File: src/rtl/core/evest_pkg.sv
package evest_pkg;

  // Field widths
  localparam int RPM_W      = 24;
  localparam int COUNT_W    = 32;
  localparam int ELAPSED_W  = 20;
  localparam int DUTY_W     = 8;
  localparam int CPR_W      = 24;
  localparam int ALPHA_W    = 16;
  localparam int DB_W       = 8;

  // Configuration port
  localparam int CFG_IDX_W  = 2;
  localparam int CFG_DATA_W = 24;
  localparam logic [CFG_IDX_W-1:0] CFG_CPR      = 2'd0;
  localparam logic [CFG_IDX_W-1:0] CFG_ALPHA    = 2'd1;
  localparam logic [CFG_IDX_W-1:0] CFG_DEADBAND = 2'd2;

  localparam logic [CPR_W-1:0]   CPR_RESET      = 24'd158042;
  localparam logic [ALPHA_W-1:0] ALPHA_RESET    = 16'd9830;
  localparam logic [DB_W-1:0]    DEADBAND_RESET = 8'd2;

  // RPM arithmetic: numerator is |delta| * 60e6 * 2^16, denominator cpr * elapsed.
  localparam int DEN_W   = CPR_W + ELAPSED_W;   // 44
  localparam int RPMK_W  = 26;
  localparam logic [RPMK_W-1:0] RPM_K = 26'd60000000;
  localparam int NUMP_W  = COUNT_W + RPMK_W;    // 58, numerator before the 2^16 shift
  localparam int NUM_W   = NUMP_W + 16;         // 74
  localparam int DSAT_W  = DEN_W + 24;          // 68

  localparam logic [RPM_W-1:0] RAW_MAX = 24'h7FFFFF;
  localparam logic [RPM_W-1:0] RAW_MIN = 24'h800000;

  // Exponential average
  localparam int EMA_W   = 40;
  localparam int DIFF_W  = EMA_W + 1;
  localparam int EPROD_W = DIFF_W + ALPHA_W + 1;

  // Shared divider partial remainder width
  localparam int REM_W = DEN_W;

  typedef enum logic {
    DIV_RPM = 1'b0,
    DIV_AVG = 1'b1
  } div_sel_t;

  typedef struct packed {
    logic     in_load;
    logic     prep;
    logic     raw_set;
    logic     div_start;
    div_sel_t div_sel;
    logic     raw_take;
    logic     ema_diff;
    logic     ema_mul;
    logic     ema_add;
    logic     ring_upd;
    logic     disp_zero;
    logic     disp_take;
    logic     out_load;
  } evest_cmd_t;

  typedef struct packed {
    logic is_rebase;
    logic need_div;
    logic div_busy;
    logic div_done;
    logic fill_zero;
    logic out_free;
  } evest_sts_t;

endpackage

File: src/rtl/core/evest_ctrl.sv
module evest_ctrl
  import evest_pkg::*;
(
  input  logic       clk,
  input  logic       rst_n,
  input  logic       in_valid,
  output logic       in_ready,
  output evest_cmd_t cmd_o,
  input  evest_sts_t sts_i
);

  typedef enum logic [10:0] {
    S_IDLE  = 11'b000_0000_0001,
    S_PREP  = 11'b000_0000_0010,
    S_CHECK = 11'b000_0000_0100,
    S_DIV1  = 11'b000_0000_1000,
    S_EDIFF = 11'b000_0001_0000,
    S_EMUL  = 11'b000_0010_0000,
    S_EADD  = 11'b000_0100_0000,
    S_RING  = 11'b000_1000_0000,
    S_AVG   = 11'b001_0000_0000,
    S_DIV2  = 11'b010_0000_0000,
    S_DONE  = 11'b100_0000_0000
  } state_t;

  state_t state_r, state_nxt;

  always_comb begin
    state_nxt = state_r;
    in_ready  = 1'b0;
    cmd_o     = '0;
    cmd_o.div_sel = DIV_RPM;
    case (state_r)
      S_IDLE: begin
        in_ready = 1'b1;
        if (in_valid) begin
          cmd_o.in_load = 1'b1;
          state_nxt     = S_PREP;
        end
      end
      S_PREP: begin
        cmd_o.prep = 1'b1;
        state_nxt  = sts_i.is_rebase ? S_DONE : S_CHECK;
      end
      S_CHECK: begin
        if (sts_i.need_div) begin
          cmd_o.div_start = 1'b1;
          state_nxt       = S_DIV1;
        end else begin
          cmd_o.raw_set = 1'b1;
          state_nxt     = S_EDIFF;
        end
      end
      S_DIV1: begin
        if (sts_i.div_done) begin
          cmd_o.raw_take = 1'b1;
          state_nxt      = S_EDIFF;
        end
      end
      S_EDIFF: begin
        cmd_o.ema_diff = 1'b1;
        state_nxt      = S_EMUL;
      end
      S_EMUL: begin
        cmd_o.ema_mul = 1'b1;
        state_nxt     = S_EADD;
      end
      S_EADD: begin
        cmd_o.ema_add = 1'b1;
        state_nxt     = S_RING;
      end
      S_RING: begin
        cmd_o.ring_upd = 1'b1;
        state_nxt      = S_AVG;
      end
      S_AVG: begin
        cmd_o.div_sel = DIV_AVG;
        if (sts_i.fill_zero) begin
          cmd_o.disp_zero = 1'b1;
          state_nxt       = S_DONE;
        end else begin
          cmd_o.div_start = 1'b1;
          state_nxt       = S_DIV2;
        end
      end
      S_DIV2: begin
        cmd_o.div_sel = DIV_AVG;
        if (sts_i.div_done) begin
          cmd_o.disp_take = 1'b1;
          state_nxt       = S_DONE;
        end
      end
      S_DONE: begin
        if (sts_i.out_free) begin
          cmd_o.out_load = 1'b1;
          state_nxt      = S_IDLE;
        end
      end
      default: begin
        state_nxt = S_IDLE;
      end
    endcase
  end

  always_ff @(posedge clk) begin
    if (!rst_n) begin
      state_r <= S_IDLE;
    end else begin
      state_r <= state_nxt;
    end
  end

`ifndef SYNTHESIS
  a_div_idle_at_start: assert property (@(posedge clk) disable iff (!rst_n)
    cmd_o.div_start |-> !sts_i.div_busy)
    else $error("divider restarted while busy");
`endif

endmodule

File: config.mk
export PLATFORM = sky130hd
export DESIGN_NAME = evest_ctrl
export DESIGN_NICKNAME = d
export VERILOG_FILES = /design/src/rtl/core/evest_pkg.sv /design/src/rtl/core/evest_ctrl.sv
export SDC_FILE = /design/constraint.sdc
export NUM_CORES = 1
export LEC_CHECK = 0
export BUFFER_PORTS_ARGS = -buffer_cell sky130_fd_sc_hd__buf_2
export CAP_MARGIN = 20
export CORE_ASPECT_RATIO = 1.2
export CORE_MARGIN = 5
export CORE_UTILIZATION = 30
export CTS_CLUSTER_DIAMETER = 120
export DETAILED_ROUTE_END_ITERATION = 16
export HOLD_SLACK_MARGIN = 0.05
export SLEW_MARGIN = 10
export SYNTH_ARGS = -nofsm -noshare
export SYNTH_HDL_FRONTEND = slang
export SYNTH_SLANG_ARGS = --single-unit
export TNS_END_PERCENT = 100
File: constraint.sdc
create_clock -name clk -period 1.85 [get_ports clk]
set_clock_uncertainty 0.05 [all_clocks]
set_input_delay 0.0925 -clock clk [delete_from_list [all_inputs] [get_ports clk]]
set_output_delay 0.0925 -clock clk [all_outputs]
set_load 0.02 [all_outputs]
Word level (Yosys, flattened, before mapping)
Cells that the tools add are included.
{ "word_totals": {"register_bits": 11, "in_bits": 9, "out_inout_bits": 14, "word_cells": 47} }
{ "classes": {"n_eq_ne": 15, "mux": 29, "n_reduce_logical": 2} }
{ "op_table": {"columns": ["op", "n"], "rows": [
  ["one-hot mux 11 bit (11 select lines)", 1],
  ["two-way mux 11 bit", 6],
  ["two-way mux 1 bit", 20],
  ["== test 11 x 1 -> 1 bit (second input constant)", 1],
  ["== test 11 x 10 -> 1 bit (second input constant)", 1],
  ["== test 11 bit (second input constant)", 1],
  ["== test 11 x 2 -> 1 bit (second input constant)", 1],
  ["== test 11 x 3 -> 1 bit (second input constant)", 1],
  ["== test 11 x 4 -> 1 bit (second input constant)", 1],
  ["== test 11 x 5 -> 1 bit (second input constant)", 1],
  ["== test 11 x 6 -> 1 bit (second input constant)", 1],
  ["== test 11 x 7 -> 1 bit (second input constant)", 1],
  ["== test 11 x 8 -> 1 bit (second input constant)", 1],
  ["== test 11 x 9 -> 1 bit (second input constant)", 1],
  ["inequality test 2 bit (second input constant)", 4],
  ["two-way mux 5 bit", 1],
  ["AND reduction 4 bit", 1],
  ["one-hot mux 1 bit (2 select lines)", 1],
  ["OR reduction 2 bit", 1]
]} }

Depth between registers and ports, before layout
Gate-level depths: netlist (run 1).
{ "depth": {"word_depth": 3, "mapped_depth": 6} }

Least setup slack after synthesis (run 1)
No wires, ideal clock.
{ "synth_path": {"path_kind": "reg-to-reg", "start": "register state_r[3]", "end": "register state_r[8]", "setup_ns": 0.061, "arrival_ns": 2.096, "required_time_ns": 1.739, "setup_slack_ns": -0.357, "stages_incl_launch_ff": 7, "period_less_slack_ns": 2.207, "cell_sequence": "dfxtp_1 buf_6 or4_4 or2_1 or3_4 nor3b_2 and3b_1"} }
{ "synth_via": {"elab_chain_len": 3} }
{ "synth_rtl": {"columns": ["element", "line", "text"], "rows": [
  ["start, declared", "evest_ctrl.sv:26", "state_t state_r, state_nxt;"],
  ["start signal, assigned", "evest_ctrl.sv:109", "state_r <= state_nxt;"],
  ["== test 11 x 4 -> 1 bit (tied with other cells)", "evest_ctrl.sv:33", "case (state_r)"],
  ["inequality test 2 bit (no source line)", null, null],
  ["AND reduction 4 bit (no source line)", null, null]
]} }
Parallel ways exist; a longest one is shown, timed or not.
A chain may end at the register's enable or synchronous reset.

==> reports/summary.txt, run 1 <==
Worst Setup Start Kind: flop
clk buf depth: 2
overall routing resource usage: 14.8%
DRC Markers: 0
Starting Density: 30.8%
vias in the first global route: 918
number of nets in the layout: 150
reg2reg start: state_r[2]
Hold Crit Start: sts_i[0]
Power Density: 506 nW/um^2
Mapped Area: 771 um^2
Syn Nets: 101
CP startpoint: state_r[4]
Synth top area share: 28.6%
Post-synth EDFFs: 0
Worst-path clk slew: 80 ps
max reg flops: 11
biggest regs: state_r (11)
Combinational Power Share: 42.1%
VDD IR-drop max: 0.312 mV
TritonCTS Sinks: 11
Num CTS Buffers: 3
Seq cells post-synth: 11
largest net degree at the start of global routing: 10
top_reg_cell synth: dfxtp_1
Chip Width: 56.3 um
dpl hpwl: 1.82 mm
Net Sw Frac: 33.3%
failing checks: setup timing
Final Hold Violating Endpoints: 0
RSZ-0062 raised after global routing: true
IO Count: 23
Core Rows: 20
RD Place Congestion: 0.821
status: finished with violations
Layout fillers: 222
final setup violation count: 24
static leakage: 0.000587 uW
synth unique cells: 40
die area: 3690 um^2
DR WL/cell: 15.2 um
Req. time, crit path: 1710 ps
vias per cell: 5.29
global-route wire length before repair: 4.25 mm
Die Height: 65.5 um
max-slew violations: 0
Post-synth top cells: dfxtp_1 (11), nor2_1 (7), nand2_1 (5)
drt first pass iters: 4
Crit Path Class: flop to output port
I/O Buffers: 21
clock power share: 23.9%
post-layout util: 57.6%
grt ovf: 0
worst min path class: input port to flop
worst slew pin tran: 390 ps
Setup WS post-layout: -435 ps
most common cell in the netlist: dfxtp_1
minimum clock period: 2290 ps
worst-path fanout max: 2
synth top area cells: dfxtp_1 (29%), nor3b_2 (4.9%), or3_4 (4.4%)
Layout area overhead: 87.0%
vias: 915
Ys Warns: 0
Core ar.: 2500 um^2
asr flop ratio synth: 0%
post-synth top area cell: dfxtp_1
critical path endpoint category: output port
cell area after placement: 1100 um^2
initial antenna violation count: 0
register share of total power: 34.1%
Internal Pwr Total: 486 uW
Initial DRC Count: 15
Setup TNS: -6190 ps
Biggest register: state_r
max cap viols: 0
number of routed nets with antenna violations: 0
WP data arrival: 2140 ps
Slew Limit Headroom: 73.7%
antenna cells: 0
Mapped Cells: 92
Root Driver: clkbuf_4
syn_area_per_cell: 8.38 um^2
htree depth: 1
pre-CTS WS: -170 ps
number of instances in the placed design: 160
sequential area share after synthesis: 28.6%
final instance area: 1440 um^2
CTS tree: yes
Post-Route WL: 2.64 mm
Sw Pwr: 243 uW
Fmax: 438 MHz
period utilization: 124%
share of layout cells above drive strength 1: 60.0%
clock latency on the worst-skew pair: 280 ps
post-route insts no fill: 173
-- path summary, 6_finish.rpt --
| check | end | slack [ps] | cells after the start |
|---|---|---|---|
| worst max-delay path | cmd_o[9] | -440 | 5 |
| worst min-delay path | state_r[10] | 50 | 4 |
| worst max register to register | state_r[8] | -250 | 6 |
| worst min register to register | state_r[3] | 570 | 3 |
-- layout make-up --
cell class	count	area (um^2)	area share, %
multi-input cells	75	722	50.1
repair buffers	49	424	29.4
flip-flops and latches	11	224	15.5
well taps	33	41.3	2.86
clock buffers	4	26.3	1.82
inverters	1	3.75	0.260
-- per-stage QoR --
stage	hold slack (ps)	power [uW]
floorplan	118	386
global placement	218	458
detailed placement	220	459
CTS	53.5	690
global route	68.5	770
finish	45.5	729
-- critical path, stage by stage (launching register included) --
cell and delay [ps]:
dfxtp_2 320, or4_4 540, or3_4 410, or3_4 410, nand2_4 60, buf_6 110
-- power by group through the flow --
| stage | clock network, uW | registers [uW] | logic (uW) |
|---|---|---|---|
| after floorplan | 0 | 250 | 135 |
| after global placement | 0 | 253 | 205 |
| after detailed placement | 0 | 253 | 206 |
| after CTS | 178 | 248 | 263 |
| after global routing | 194 | 249 | 327 |
| final | 174 | 248 | 307 |
-- cells by family after synthesis --
logic type	after synthesis	synth area share, %
and+or+nand+nor	57	50.8
adders and majority gates	1	1.30
AOI/OAI and AO/OA	15	12.8
DFF	11	28.6
xor gates and xnor gates	2	2.27
buffers and inverters	6	4.22
-- placed cells by master (no fill, tap or decap), types with 3 or more instances in the layout --
| cell | synthesis | layout |
|---|---|---|
| nor3b_4 | 0 | 3 |
| nand2_1 | 5 | 4 |
| or3_4 | 3 | 4 |
| nor4b_1 | 3 | 3 |
| and3b_1 | 3 | 3 |
| buf_2 | 2 | 7 |
| buf_6 | 1 | 17 |
| nor2_1 | 7 | 6 |
| buf_4 | 0 | 23 |
| dfxtp_2 | 0 | 3 |
| clkbuf_4 | 0 | 3 |
| nor3_4 | 0 | 3 |
| a21boi_1 | 1 | 3 |
| dfxtp_1 | 11 | 8 |
-- timing repair --
action,in CTS,in global routing
endpoints found under the setup margin,24,24
hold buffers,1,0
buffers inserted,5,7
hold endpoints to repair,1,0
pin swaps,11,16
resized for setup,45,22
-- layer usage --
metal | part of all wire (%) | up-vias | global-route usage, %
met1 | 41 | 440 | 16.6
li1 | - | 445 | -
met2 | 52 | 24 | 26.0
met3 | 5.3 | 6 | 5.70
met5 | 0 | - | 0
met4 | 1.5 | 0 | 3.86
Power figures use the tool's default switching activity.
==> inputs of run 2 (changes only) <==
clock period = 3 ns   (was 1.85 ns; I/O delays follow)
==> run 2 against run 1 <==
  * Setup slack better by 790 ps
  * Hold slack better by 39 ps
  * Sequential share of layout area up 8.3 points
  * The flow now finishes without violations
  * Largest power group is now sequential cells
  * Combinational power down 71%
  * Clock power down 40%
  * Wire length down 28%
==> reports/summary.txt, run 2 (synthesized netlist as in run 1, its figures left out) <==
Power Density: 383 nW/um^2 (was 506 nW/um^2)
Biggest register: state_r (unchanged)
Post-CTS Setup Bufs: 0 (was 5)
VDD IR-drop max: 0.200 mV (was 0.312 mV)
CP bufs+invs: 1 (unchanged)
clock latency on the worst-skew pair: 270 ps (was 280 ps)
Crit Path Class: flop to output port (unchanged)
critical path endpoint category: output port (unchanged)
Slew Limit Headroom: 55.3% (was 73.7%)
TritonCTS Sinks: 11 (unchanged)
RSZ-0062 raised after global routing: false (was true)
Setup TNS: 0 ps (was -6190 ps)
Chip Width: 56.3 um (unchanged)
worst hold path depth: 2 (was 4)
minimum clock period: 2640 ps
DR WL/cell: 13.1 um (was 15.2 um)
largest net degree at the start of global routing: 11 (was 10)
Root Driver: clkbuf_4 (unchanged)
static leakage: 0.000395 uW (was 0.000587 uW)
most common cell after layout, fill and taps aside: buf_2 (was buf_4)
Req. time, crit path: 2800 ps (was 1710 ps)
max cap viols: 0 (unchanged)
cts repair resizes: 0 (was 45)
max-slew violations: 0 (unchanged)
IO Count: 23 (unchanged)
DRC Markers: 0 (unchanged)
drt first pass iters: 4 (unchanged)
Crit-path slowest cell: or4_1 (was or4_4)
crit-path max cell delay: 710 ps (was 540 ps)
number of nets in the layout: 123 (was 150)
clk buf depth: 2 (unchanged)
worst-path fanout max: 8 (was 2)
RD Place Congestion: 0.768 (was 0.821)
worst min path class: input port to flop (unchanged)
I/O Buffers: 21 (unchanged)
Fmax: 379 MHz
Die Height: 65.5 um (unchanged)
number of routed nets with antenna violations: 0 (unchanged)
vias in the first global route: 743 (was 918)
max reg flops: 11 (unchanged)
Initial DRC Count: 32 (was 15)
worst-case reg-to-reg path depth: 4 (was 6)
critical path depth: 5 (unchanged)
Starting Density: 30.8% (unchanged)
CTS tree: yes (unchanged)
total power: 354 uW (was 729 uW)
vias per cell: 5.29 (about the same)
Layout area overhead: 20.0% (was 87.0%)
antenna cells: 0 (unchanged)
Core Rows: 20 (unchanged)
htree depth: 1 (unchanged)
Num CTS Buffers: 3 (unchanged)
crit-path leading delay family: simple AND/OR/NAND/NOR gates (unchanged)
overall routing resource usage: 11.5% (was 14.8%)
share of layout cells above drive strength 1: 29.2% (was 60.0%)
period utilization: 88.0%
die area: 3690 um^2 (unchanged)
Core ar.: 2500 um^2 (unchanged)
Cell Chain, Critical Path: or4_1 > or3_4 > or3_1 > nand2_1 > buf_2 (was or4_4 > or3_4 > or3_4 > nand2_4 > buf_6)
global-route wire length before repair: 3.27 mm (was 4.25 mm)
Worst Setup Start Kind: flop (unchanged)
worst slew pin tran: 664 ps (was 390 ps)
WP data arrival: 2440 ps (was 2140 ps)
grt ovf: 0 (unchanged)
most frequent cells in the layout: buf_2 (21), dfxtp_1 (11), nor2_1 (7), nand2_1 (5) (was buf_4 (23), buf_6 (17), dfxtp_1 (8), buf_2 (7), nor2_1 (6))
Worst-path clk slew: 70 ps (was 80 ps)
dpl hpwl: 1.47 mm (was 1.82 mm)
final setup violation count: 0 (was 24)
initial antenna violation count: 0 (unchanged)
biggest regs: state_r (11) (unchanged)
vias: 772 (was 915)
status: finished clean (was finished with violations)
Final Hold Violating Endpoints: 0 (unchanged)
Post-Route WL: 1.91 mm (was 2.64 mm)
run 2: final timing paths:
kind,start,endpoint,slack [ps]
max,state_r[4],cmd_o[9],360
min,in_valid,state_r[1],80
max reg2reg,state_r[4],state_r[4],820
min reg2reg,state_r[7],state_r[7],530
run 2: final cells by class:
cell class,count,area (um^2)
tap,33,41.3
inverter,1,3.75
sequential,11,220
fill,276,1580
multi-input combinational,75,518
clock buffer,4,26.3
timing repair buffer,22,115
run 2: power breakdown:
| part | switching (uW) | internal, uW |
|---|---|---|
| combinational | 47.6 | 42.3 |
| sequential | 8.83 | 150 |
| clock | 53.6 | 51.5 |
| total | 110 | 244 |
run 2: stage by stage:
stage / utilization, % / cell area [um^2] / hold WS (ps) / cells / setup WS (ps)
2_1_floorplan: - / 771 / 176 / 92 / 743
3_3_place_gp: 35.5 / 888 / 274 / 141 / 683
3_5_place_dp: 35.5 / 888 / 281 / 141 / 680
4_1_cts: 37.0 / 925 / 71.7 / 146 / 369
5_1_grt: 37.0 / 925 / 98.7 / 146 / 256
6_report: 37.0 / 925 / 84.6 / 146 / 359
run 2: repair_timing:
item / 4_1_cts / 5_1_grt
endpoints found under the setup margin: 0 / 0
hold buffers: 1 / 0
endpoints found under the hold margin: 1 / 0
run 2: routing by layer:
metal	track usage (%)	up-vias	wire, um
li1	-	391	-
met1	13.6	348	848
met2	18.0	27	858
met3	2.75	6	127
met4	8.61	0	73
met5	0	-	0
