[src/rtl/core/evest_pkg.sv]
package evest_pkg;

  // Field widths
  localparam int RPM_W      = 24;
  localparam int COUNT_W    = 32;
  localparam int ELAPSED_W  = 20;
  localparam int DUTY_W     = 8;
  localparam int CPR_W      = 24;
  localparam int ALPHA_W    = 16;
  localparam int DB_W       = 8;

  // Configuration port
  localparam int CFG_IDX_W  = 2;
  localparam int CFG_DATA_W = 24;
  localparam logic [CFG_IDX_W-1:0] CFG_CPR      = 2'd0;
  localparam logic [CFG_IDX_W-1:0] CFG_ALPHA    = 2'd1;
  localparam logic [CFG_IDX_W-1:0] CFG_DEADBAND = 2'd2;

  localparam logic [CPR_W-1:0]   CPR_RESET      = 24'd158042;
  localparam logic [ALPHA_W-1:0] ALPHA_RESET    = 16'd9830;
  localparam logic [DB_W-1:0]    DEADBAND_RESET = 8'd2;

  // RPM arithmetic: numerator is |delta| * 60e6 * 2^16, denominator cpr * elapsed.
  localparam int DEN_W   = CPR_W + ELAPSED_W;   // 44
  localparam int RPMK_W  = 26;
  localparam logic [RPMK_W-1:0] RPM_K = 26'd60000000;
  localparam int NUMP_W  = COUNT_W + RPMK_W;    // 58, numerator before the 2^16 shift
  localparam int NUM_W   = NUMP_W + 16;         // 74
  localparam int DSAT_W  = DEN_W + 24;          // 68

  localparam logic [RPM_W-1:0] RAW_MAX = 24'h7FFFFF;
  localparam logic [RPM_W-1:0] RAW_MIN = 24'h800000;

  // Exponential average
  localparam int EMA_W   = 40;
  localparam int DIFF_W  = EMA_W + 1;
  localparam int EPROD_W = DIFF_W + ALPHA_W + 1;

  // Shared divider partial remainder width
  localparam int REM_W = DEN_W;

  typedef enum logic {
    DIV_RPM = 1'b0,
    DIV_AVG = 1'b1
  } div_sel_t;

  typedef struct packed {
    logic     in_load;
    logic     prep;
    logic     raw_set;
    logic     div_start;
    div_sel_t div_sel;
    logic     raw_take;
    logic     ema_diff;
    logic     ema_mul;
    logic     ema_add;
    logic     ring_upd;
    logic     disp_zero;
    logic     disp_take;
    logic     out_load;
  } evest_cmd_t;

  typedef struct packed {
    logic is_rebase;
    logic need_div;
    logic div_busy;
    logic div_done;
    logic fill_zero;
    logic out_free;
  } evest_sts_t;

endpackage

[src/rtl/core/evest_div.sv]
module evest_div
  import evest_pkg::*;
#(
  parameter int QW = 27
) (
  input  logic                       clk,
  input  logic                       rst_n,
  input  logic                       start_i,
  input  logic [REM_W-1:0]           rem_i,
  input  logic [QW-1:0]              dvd_i,
  input  logic [REM_W-1:0]           dvs_i,
  input  logic [$clog2(QW+1)-1:0]    cnt_i,
  output logic                       busy_o,
  output logic                       done_o,
  output logic [QW-1:0]              quo_o
);

  localparam int CNT_W = $clog2(QW + 1);

  logic [REM_W-1:0] rem_r, rem_nxt;
  logic [QW-1:0]    dvd_r, dvd_nxt;
  logic [REM_W-1:0] dvs_r, dvs_nxt;
  logic [QW-1:0]    quo_r, quo_nxt;
  logic [CNT_W-1:0] cnt_r, cnt_nxt;
  logic             busy_r, busy_nxt;
  logic             done_r, done_nxt;

  logic [REM_W:0] trial;
  logic [REM_W:0] trial_sub;
  logic           ge;

  // One restoring step per cycle: shift in the next dividend bit, subtract if it fits.
  assign trial     = {rem_r, dvd_r[QW-1]};
  assign trial_sub = trial - {1'b0, dvs_r};
  assign ge        = (trial >= {1'b0, dvs_r});

  always_comb begin
    rem_nxt  = rem_r;
    dvd_nxt  = dvd_r;
    dvs_nxt  = dvs_r;
    quo_nxt  = quo_r;
    cnt_nxt  = cnt_r;
    busy_nxt = busy_r;
    done_nxt = 1'b0;
    if (start_i) begin
      rem_nxt  = rem_i;
      dvd_nxt  = dvd_i;
      dvs_nxt  = dvs_i;
      quo_nxt  = '0;
      cnt_nxt  = cnt_i;
      busy_nxt = 1'b1;
    end else if (busy_r) begin
      rem_nxt = ge ? trial_sub[REM_W-1:0] : trial[REM_W-1:0];
      dvd_nxt = {dvd_r[QW-2:0], 1'b0};
      quo_nxt = {quo_r[QW-2:0], ge};
      cnt_nxt = cnt_r - 1'b1;
      if (cnt_r == CNT_W'(1)) begin
        busy_nxt = 1'b0;
        done_nxt = 1'b1;
      end
    end
  end

  always_ff @(posedge clk) begin
    if (!rst_n) begin
      busy_r <= 1'b0;
      done_r <= 1'b0;
      cnt_r  <= '0;
    end else begin
      busy_r <= busy_nxt;
      done_r <= done_nxt;
      cnt_r  <= cnt_nxt;
    end
  end

  always_ff @(posedge clk) begin
    rem_r <= rem_nxt;
    dvd_r <= dvd_nxt;
    dvs_r <= dvs_nxt;
    quo_r <= quo_nxt;
  end

  assign busy_o = busy_r;
  assign done_o = done_r;
  assign quo_o  = quo_r;

endmodule

[src/rtl/core/evest_dp.sv]
module evest_dp
  import evest_pkg::*;
#(
  parameter int WINDOW_DEPTH = 8
) (
  input  logic                   clk,
  input  logic                   rst_n,
  input  logic                   cfg_we,
  input  logic [CFG_IDX_W-1:0]   cfg_index,
  input  logic [CFG_DATA_W-1:0]  cfg_wdata,
  input  logic                   in_cmd,
  input  logic [COUNT_W-1:0]     in_encoder_count,
  input  logic [ELAPSED_W-1:0]   in_elapsed_us,
  input  logic [DUTY_W-1:0]      in_drive_duty,
  input  logic                   in_update_average,
  output logic                   out_valid,
  input  logic                   out_ready,
  output logic [RPM_W-1:0]       out_raw_rpm,
  output logic [RPM_W-1:0]       out_smoothed_rpm,
  output logic [RPM_W-1:0]       out_display_rpm,
  input  evest_cmd_t             cmd_i,
  output evest_sts_t             sts_o
);

  localparam int POS_W   = $clog2(WINDOW_DEPTH);
  localparam int FILL_W  = $clog2(WINDOW_DEPTH + 1);
  localparam int TOTAL_W = RPM_W + $clog2(WINDOW_DEPTH);
  localparam int QW      = TOTAL_W;
  localparam int DCNT_W  = $clog2(QW + 1);

  // Configuration registers
  logic [CPR_W-1:0]   cpr_r;
  logic [ALPHA_W-1:0] alpha_r;
  logic [DB_W-1:0]    db_r;

  // Captured input beat
  logic                 in_cmd_r;
  logic [COUNT_W-1:0]   count_r;
  logic [ELAPSED_W-1:0] elapsed_r;
  logic [DUTY_W-1:0]    duty_r;
  logic                 push_r;

  // Filter state
  logic [COUNT_W-1:0]      prev_r;
  logic signed [EMA_W-1:0] ema_r;
  logic [TOTAL_W-1:0]      total_r;
  logic [POS_W-1:0]        pos_r;
  logic [FILL_W-1:0]       fill_r;
  logic [RPM_W-1:0]        ring_mem [WINDOW_DEPTH];
  logic [RPM_W-1:0]        rd_q_r;

  // Working registers
  logic                     neg_r;
  logic                     qzero_r;
  logic [DEN_W-1:0]         den_r;
  logic [NUMP_W-1:0]        nump_r;
  logic [RPM_W-1:0]         raw_r;
  logic [RPM_W-1:0]         disp_r;
  logic signed [DIFF_W-1:0]  diff_r;
  logic signed [EPROD_W-1:0] eprod_r;

  // Output register
  logic             out_valid_r;
  logic [RPM_W-1:0] out_raw_r, out_smooth_r, out_disp_r;

  // Sample preparation
  logic [COUNT_W-1:0] delta;
  logic               delta_neg;
  logic [COUNT_W-1:0] mag;
  logic               gate;

  assign delta     = count_r - prev_r;
  assign delta_neg = delta[COUNT_W-1];
  assign mag       = delta_neg ? (~delta + 1'b1) : delta;
  assign gate      = (elapsed_r == '0) ||
                     ((duty_r == '0) && (mag <= {{(COUNT_W-DB_W){1'b0}}, db_r}));

  // Saturation test: quotient exceeds 2^23 exactly when num >= den * (2^23 + 1).
  logic [NUM_W-1:0]  num;
  logic [DSAT_W-1:0] dsat;
  logic              sat;

  assign num  = {nump_r, 16'b0};
  assign dsat = {1'b0, den_r, 23'b0} + {{(DSAT_W-DEN_W){1'b0}}, den_r};
  assign sat  = (den_r == '0) || (num >= {{(NUM_W-DSAT_W){1'b0}}, dsat});

  // Shared divider
  logic [REM_W-1:0]  div_rem;
  logic [QW-1:0]     div_dvd;
  logic [REM_W-1:0]  div_dvs;
  logic [DCNT_W-1:0] div_cnt;
  logic              div_busy, div_done;
  logic [QW-1:0]     div_quo;
  logic [TOTAL_W-1:0] abs_total;
  logic               total_neg;

  assign total_neg = total_r[TOTAL_W-1];
  assign abs_total = total_neg ? (~total_r + 1'b1) : total_r;

  always_comb begin
    if (cmd_i.div_sel == DIV_RPM) begin
      // Upper numerator bits preload the remainder; they sit below den when not saturated.
      div_rem = nump_r[NUMP_W-7:8];
      div_dvd = {nump_r[7:0], 16'b0, {(QW-RPM_W){1'b0}}};
      div_dvs = den_r;
      div_cnt = DCNT_W'(RPM_W);
    end else begin
      div_rem = '0;
      div_dvd = abs_total;
      div_dvs = {{(REM_W-FILL_W){1'b0}}, fill_r};
      div_cnt = DCNT_W'(QW);
    end
  end

  evest_div #(.QW(QW)) u_div (
    .clk     (clk),
    .rst_n   (rst_n),
    .start_i (cmd_i.div_start),
    .rem_i   (div_rem),
    .dvd_i   (div_dvd),
    .dvs_i   (div_dvs),
    .cnt_i   (div_cnt),
    .busy_o  (div_busy),
    .done_o  (div_done),
    .quo_o   (div_quo)
  );

  logic [RPM_W-1:0] q24;
  assign q24 = div_quo[RPM_W-1:0];

  // Ring bookkeeping
  logic [RPM_W-1:0]   smooth;
  logic               full;
  logic [RPM_W-1:0]   old_entry;
  logic               ring_we;

  assign smooth    = ema_r[EMA_W-1:16];
  assign full      = (fill_r == FILL_W'(WINDOW_DEPTH));
  assign old_entry = full ? rd_q_r : '0;
  assign ring_we   = cmd_i.ring_upd && push_r;

  // Configuration
  always_ff @(posedge clk) begin
    if (!rst_n) begin
      cpr_r   <= CPR_RESET;
      alpha_r <= ALPHA_RESET;
      db_r    <= DEADBAND_RESET;
    end else if (cfg_we) begin
      case (cfg_index)
        CFG_CPR:      cpr_r   <= cfg_wdata[CPR_W-1:0];
        CFG_ALPHA:    alpha_r <= cfg_wdata[ALPHA_W-1:0];
        CFG_DEADBAND: db_r    <= cfg_wdata[DB_W-1:0];
        default: begin
        end
      endcase
    end
  end

  // Filter state with reset
  always_ff @(posedge clk) begin
    if (!rst_n) begin
      prev_r  <= '0;
      ema_r   <= '0;
      total_r <= '0;
      pos_r   <= '0;
      fill_r  <= '0;
    end else begin
      if (cmd_i.prep) begin
        prev_r <= count_r;
        if (in_cmd_r) begin
          ema_r   <= '0;
          total_r <= '0;
          pos_r   <= '0;
          fill_r  <= '0;
        end
      end
      if (cmd_i.ema_add) begin
        ema_r <= ema_r + EMA_W'(eprod_r >>> 16);
      end
      if (ring_we) begin
        total_r <= total_r - {{(TOTAL_W-RPM_W){old_entry[RPM_W-1]}}, old_entry}
                           + {{(TOTAL_W-RPM_W){smooth[RPM_W-1]}}, smooth};
        pos_r   <= (pos_r == POS_W'(WINDOW_DEPTH - 1)) ? '0 : pos_r + 1'b1;
        if (!full) begin
          fill_r <= fill_r + 1'b1;
        end
      end
    end
  end

  // Payload registers
  always_ff @(posedge clk) begin
    if (cmd_i.in_load) begin
      in_cmd_r  <= in_cmd;
      count_r   <= in_encoder_count;
      elapsed_r <= in_elapsed_us;
      duty_r    <= in_drive_duty;
      push_r    <= in_update_average;
    end
    if (cmd_i.prep) begin
      neg_r   <= delta_neg;
      qzero_r <= gate || (mag == '0);
      den_r   <= {{ELAPSED_W{1'b0}}, cpr_r} * {{CPR_W{1'b0}}, elapsed_r};
      nump_r  <= {{RPMK_W{1'b0}}, mag} * {{COUNT_W{1'b0}}, RPM_K};
      if (in_cmd_r) begin
        raw_r  <= '0;
        disp_r <= '0;
      end
    end
    if (cmd_i.raw_set) begin
      raw_r <= qzero_r ? '0 : (neg_r ? RAW_MIN : RAW_MAX);
    end
    if (cmd_i.raw_take) begin
      raw_r <= neg_r ? (~q24 + 1'b1) : (q24[RPM_W-1] ? RAW_MAX : q24);
    end
    if (cmd_i.ema_diff) begin
      diff_r <= {raw_r[RPM_W-1], raw_r, 16'b0} - {ema_r[EMA_W-1], ema_r};
    end
    if (cmd_i.ema_mul) begin
      eprod_r <= EPROD_W'(diff_r) * EPROD_W'($signed({1'b0, alpha_r}));
    end
    if (cmd_i.disp_zero) begin
      disp_r <= '0;
    end
    if (cmd_i.disp_take) begin
      disp_r <= total_neg ? (~q24 + 1'b1) : q24;
    end
  end

  // Ring memory, registered read at the current write position
  always_ff @(posedge clk) begin
    if (ring_we) begin
      ring_mem[pos_r] <= smooth;
    end
    rd_q_r <= ring_mem[pos_r];
  end

  // Output register
  always_ff @(posedge clk) begin
    if (!rst_n) begin
      out_valid_r <= 1'b0;
    end else if (cmd_i.out_load) begin
      out_valid_r <= 1'b1;
    end else if (out_ready) begin
      out_valid_r <= 1'b0;
    end
  end

  always_ff @(posedge clk) begin
    if (cmd_i.out_load) begin
      out_raw_r    <= raw_r;
      out_smooth_r <= smooth;
      out_disp_r   <= disp_r;
    end
  end

  assign out_valid        = out_valid_r;
  assign out_raw_rpm      = out_raw_r;
  assign out_smoothed_rpm = out_smooth_r;
  assign out_display_rpm  = out_disp_r;

  assign sts_o.is_rebase = in_cmd_r;
  assign sts_o.need_div  = !qzero_r && !sat;
  assign sts_o.div_busy  = div_busy;
  assign sts_o.div_done  = div_done;
  assign sts_o.fill_zero = (fill_r == '0);
  assign sts_o.out_free  = !out_valid_r || out_ready;

`ifndef SYNTHESIS
  a_fill_bound: assert property (@(posedge clk) disable iff (!rst_n)
    fill_r <= FILL_W'(WINDOW_DEPTH))
    else $error("ring fill count above window depth");

  a_pos_tracks_fill: assert property (@(posedge clk) disable iff (!rst_n)
    !full |-> (pos_r == fill_r[POS_W-1:0]))
    else $error("ring position out of step with fill count");

  a_div_nonzero: assert property (@(posedge clk) disable iff (!rst_n)
    cmd_i.div_start |-> (div_dvs != '0))
    else $error("divider started with zero divisor");
`endif

endmodule

[config.mk]
export PLATFORM = sky130hd
export DESIGN_NAME = evest_dp
export DESIGN_NICKNAME = d
export VERILOG_FILES = /design/src/rtl/core/evest_pkg.sv /design/src/rtl/core/evest_div.sv /design/src/rtl/core/evest_dp.sv
export SDC_FILE = /design/constraint.sdc
export NUM_CORES = 2
export LEC_CHECK = 0
export BUFFER_PORTS_ARGS = -buffer_cell sky130_fd_sc_hd__buf_2
export CAP_MARGIN = 20
export CORE_ASPECT_RATIO = 2
export CORE_MARGIN = 2
export CORE_UTILIZATION = 30
export CTS_CLUSTER_SIZE = 24
export DETAILED_ROUTE_END_ITERATION = 7
export PLACE_DENSITY_LB_ADDON = 0.08
export SETUP_SLACK_MARGIN = 0.1
export SLEW_MARGIN = 10
export SYNTH_ARGS = -nofsm -noshare
export SYNTH_HDL_FRONTEND = slang
export SYNTH_SLANG_ARGS = --single-unit
[constraint.sdc]
create_clock -name clk -period 27 [get_ports clk]
set_input_delay 4.05 -clock clk [delete_from_list [all_inputs] [get_ports clk]]
set_output_delay 4.05 -clock clk [all_outputs]
set_load 0.005 [all_outputs]
[After elaboration in Yosys (flattened, before gate mapping)]
Memories as Yosys holds them, arrays and structs flattened. A register that Yosys moved wholly into a read port is not among the register bits.
Cells that the tools add are included.
Storage, ports and cells
  register bits: 676
  RAM bits: 192
  bits of input ports: 105
  output and inout port bits: 79
  word-level logic and storage cells: 144
  memories: 1
Memory list
  ring_mem: depth 8, width 24, rd ports 1, clocked after memory_dff 1, wr ports 1, RTL line evest_dp.sv:49  | logic [RPM_W-1:0] ring_mem [WINDOW_DEPTH];
Cells by class
  $add $sub $neg: 13
  multiply operators: 3
  order comparisons: 3
  equal/unequal tests: 5
  mux-type cells: 47
  bitwise logic cells: 5
  reductions and logical operators: 34
Operators with widths (count)
  2-to-1 mux 24 bit: 11
  2-to-1 mux 27 bit: 7
  2-to-1 mux 44 bit: 4
  2-to-1 mux 40 bit: 3
  greater-or-equal comparator 74 x 68 -> 1 bit: 1
  adder 67 x 44 -> 68 bit: 1
  multiplier 41 x 17 -> 56 bit: 1
  multiplier 32 x 18 -> 50 bit (second input constant): 1
  greater-or-equal comparator 45 x 44 -> 1 bit: 1
  zero test 44 bit: 1
  multiplier 24 x 20 -> 44 bit: 1
  subtractor 44 bit: 1
  subtractor 40 x 40 -> 41 bit: 1
  adder 40 bit: 1
  adder 32 x 1 -> 32 bit (second input constant): 1
  less-or-equal comparator 32 x 8 -> 1 bit: 1
  zero test 32 bit: 1
  2-to-1 mux 32 bit: 1
  NOT 32 bit: 1
  subtractor 32 bit: 1
  adder 27 x 1 -> 27 bit (second input constant): 1
  adder 27 bit: 1
  NOT 27 bit: 1
  subtractor 27 bit: 1
  28 further kinds: 65

[Longest topological paths before layout]
  word-level depth: 8
  mapped depth: 41

[Modules after synthesis]
Synthesis repeated with hierarchy kept, for this count alone.
Second synthesis, totals
  cell total of the unflattened synthesis: 9260
  area total of the unflattened synthesis: 91587.8 um2
Modules (own cells, without submodules)
  evest_dp: instances 1, cells an instance 8394, area each 82749.4 um2, sequential area each 20129.3 um2
  evest_div: instances 1, cells an instance 866, area each 8838.5 um2, sequential area each 4134.0 um2

[Worst setup path before layout]
No wires, ideal clock.
  path type: register to output
  from: register den_r[23]
  to: output port sts_o[4] in the netlist's numbering
  arrival: 5.376 ns
  required time: 22.950 ns
  slack: 17.574 ns
  cell stages (with the launch flop): 31
  path buffers: 1
  cells stage by stage: edfxtp_1 > ha_1 > fa_1 > a21o_1 > a21oi_1 > o21bai_1 > a21oi_1 > o21bai_1 > a21oi_1 > nor2b_1 > o21a_1 > o311a_1 > o41ai_1 > o21ai_0 > clkbuf_1 > nand2_1 > xor2_1 > ha_1 > a21oi_1 > nor2b_1 > o21ai_0 > nand2b_1 > a21oi_1 > nor2b_1 > o21ai_0 > nand2b_1 > a21oi_1 > o41ai_1 > a221o_1 > a21o_1 > a41oi_1
RTL lines
  from (decl): RTL line evest_dp.sv:55  | logic [DEN_W-1:0] den_r;
  from (signal assigned): RTL line evest_dp.sv:203  | den_r <= {{ELAPSED_W{1'b0}}, cpr_r} * {{CPR_W{1'b0}}, elapsed_r};
  to (decl): RTL line evest_dp.sv:22  | output evest_sts_t sts_o

==> out/results.ini <==
[route]
wl_um = 324300
dr.pass1.iters = 5
drt_iter0_drc = 2937
drt_drc_violations_left = 0
wl_per_cell_um = 24.53
ant_nets = 0
viasPerCell = 4.853
vias = 64160

[floorplanning]
die_w_um = 391.6
core_um2 = 298800
io_pins = 184
rows = 284
start_util = 0.3016
die_y_um = 779.2
die_area_um2 = 305100

[finish]
post-route-util = 0.3315
syn_to_final_growth_pct = 9.899
stdcell_area_um2 = 99060
fin_nets = 11200
fin_cells = 13220
multiInputGateArea_um2 = 58640
drive_gt1_frac = 0.06147
n_fill_cell = 30730
regArea_um2 = 24220

[yosys]
synth-edff-count = 666
async_flop_share = 0
synth.avg_cell_area_um2 = 9.933
ys_seq_area_frac = 0.2685
ys_ff_latch = 876
syn_nets = 11150
yosys.area.top_type = fa_1
yosys-top-cells-area = fa_1 (26%), edfxtp_1 (22%), ha_1 (11%)
ys_types = 92
yosys-top-cells-count = inv_1 (1583), fa_1 (1189), nand2_1 (1068)
synth_top_area_frac = 0.2641
synth_flop_cell = edfxtp_1
yosysWarnings = 0
netlist_area_um2 = 90130
yosysMostFrequentCell = inv_1
netlist_instances = 9074

[run_status]
status = complete, no violations

[cts]
clockBufferDepth = 3
post_cts_resized = 0
htreeDepth = 3
clockRootBuffer = clkbuf_16
clkLatencyLatePin_ns = 0.78
tritoncts = done
cts_hold_buf = 0
post-cts-setup-buffers = 0
cts_made_buffers = 97
cts_sinks = 876
clk_pin_slew_worst_paths_ns = 0.06

[sta]
layout_min_cycle_time_ns = 11.38
setup_viol = 0
hold_viol_final = 0
worst_pin_slew_ns = 1.186
fmax_mhz = 87.87
rsz0062_at_grt = no
fin_setup_tns_ns = 0
final-max-slew-violation-count = 0
finalClockSkew_ns = 0.07652
min_period_over_period = 0.4215
maxSlewHeadroom = 0.2096

[worst_setup_path]
crit_path_end_kind = output pin
worst_r2r_startpoint = count_r[8]$_DFFE_PP_
rr_worst_depth = 35
crit_path_frequent_cell = a21oi_1
crit_buf_inv = 2
arrival_ns = 7.33
critPathRequiredTime_ns = 22.95
reg2reg_to = nump_r[54]$_DFFE_PP_
r2r_slack_ns = 16.00
cp_slowest_cell = edfxtp_1
critPathKind = reg2out
crit_path_start_kind = flop
cp_max_fo = 12
crit_family = compound AO/OA/AOI/OAI gates
critPathMaxStageDelay_ns = 0.53

[grt]
grt_usage = 0.2149
grt_pass1_vias = 71610
antenna_found_initial = 18
grt_max_degree = 60
grt_pass1_wl_um = 478300
overflow = 0

[place]
hpwl_um = 256500
portBuffers = 183
gp_congestion = 0.8646
postPlaceCellArea_um2 = 95760
place_inst = 13030

[worst_hold_path]
whs_endpoint = out_display_rpm[22]$_DFFE_PP_
hp-class = reg2reg
min_from = disp_r[22]$_SDFFCE_PN0P_
holdPathStages = 0

[flow_run]
maxCapViolations = 0

-- cell type report --
cell class / instances / area share
multi-input cells: 6245 / 0.5920
flip-flops and latches: 876 / 0.2446
inverters: 1587 / 0.06016
well taps: 4004 / 0.05058
clock buffers: 139 / 0.02785
repair buffers: 318 / 0.01969
clock inverters: 43 / 0.004926
diodes: 9 / 0.0002274
-- layout by cell type, fill, tap and decap left out, types with 15 or more instances in the layout --
cell       instances
clkbuf_16        100
xor2_1           118
and2_1           459
o31ai_1           19
nor2b_1           88
nand2_1         1068
a21oi_1          307
dfxtp_1          199
nor4_1            41
buf_4            137
nor2_1           366
o21a_1            50
o2bb2ai_1         25
edfxtp_1         666
o21bai_1          43
fa_1            1189
clkbuf_1          28
a31oi_1           40
mux2i_1           97
and3_1            66
buf_2            179
inv_1           1583
ha_1             780
nand3_1          106
a21o_1           161
xnor2_1          311
a22oi_1          131
nand4_1           79
o211ai_1          19
or2_2             23
nand2b_1          49
a21boi_0          15
a211oi_1          22
nor3_1            76
or3_1             52
o21ai_0          205
-- per-stage QoR --
step / hold slack [ns] / setup slack, ns
2_1_floorplan: 0.4003 / 17.57
3_3_place_gp: 0.4051 / 16.01
3_5_place_dp: 0.4045 / 15.97
4_1_cts: 0.4183 / 15.57
5_1_grt: 0.4200 / 15.18
6_report: 0.4161 / 15.62
-- registers in the layout, indices dropped and copies added, names as in the netlist, 27 cells and up, named ones only --
| name | cells |
|---|---|
| ring_mem | 192 |
| u_div.dvd_r | 27 |
| diff_r | 41 |
| den_r | 44 |
| nump_r | 50 |
| count_r | 32 |
| eprod_r | 40 |
| total_r | 27 |
| u_div.dvs_r | 44 |
| prev_r | 32 |
| ema_r | 40 |
| u_div.rem_r | 44 |
-- layer usage --
layer / part of all wire / vias to the layer above / GRT usage
met5: 0 / - / 0
met4: 0.073 / 0 / 0.1301
met3: 0.025 / 551 / 0.01710
met2: 0.58 / 1199 / 0.4403
met1: 0.32 / 32930 / 0.2013
li1: - / 29480 / -
-- logic make-up after synthesis --
family          count (synthesis)  share of synthesized area
compound gates               1175                    0.08602
xor+xnor                      430                    0.04187
fa+ha+maj                    1969                     0.3724
buf+inv                      1953                    0.08172
flops                         876                     0.2685
mux                           102                    0.01140
simple gates                 2569                     0.1381
-- how the worst max path moves through the flow --
| stage | startpoint | end | slack [ns] | cells after the start |
|---|---|---|---|---|
| 6_report | den_r[23]$_DFFE_PP_ | sts_o[4] | 15.62 | 31 |
| 3_3_place_gp | count_r[8]$_DFFE_PP_ | nump_r[54]$_DFFE_PP_ | 16.01 | 39 |
| 5_1_grt | count_r[8]$_DFFE_PP_ | nump_r[54]$_DFFE_PP_ | 15.18 | 37 |
| 2_1_floorplan | den_r[23]$_DFFE_PP_ | sts_o[4] | 17.57 | 30 |
| 3_5_place_dp | count_r[8]$_DFFE_PP_ | nump_r[54]$_DFFE_PP_ | 15.97 | 39 |
| 4_1_cts | den_r[23]$_DFFE_PP_ | sts_o[4] | 15.57 | 24 |
Power is left out: the tool's default activity adds up to more than one toggle a clock period on the data nets, which glitch-free logic cannot reach.
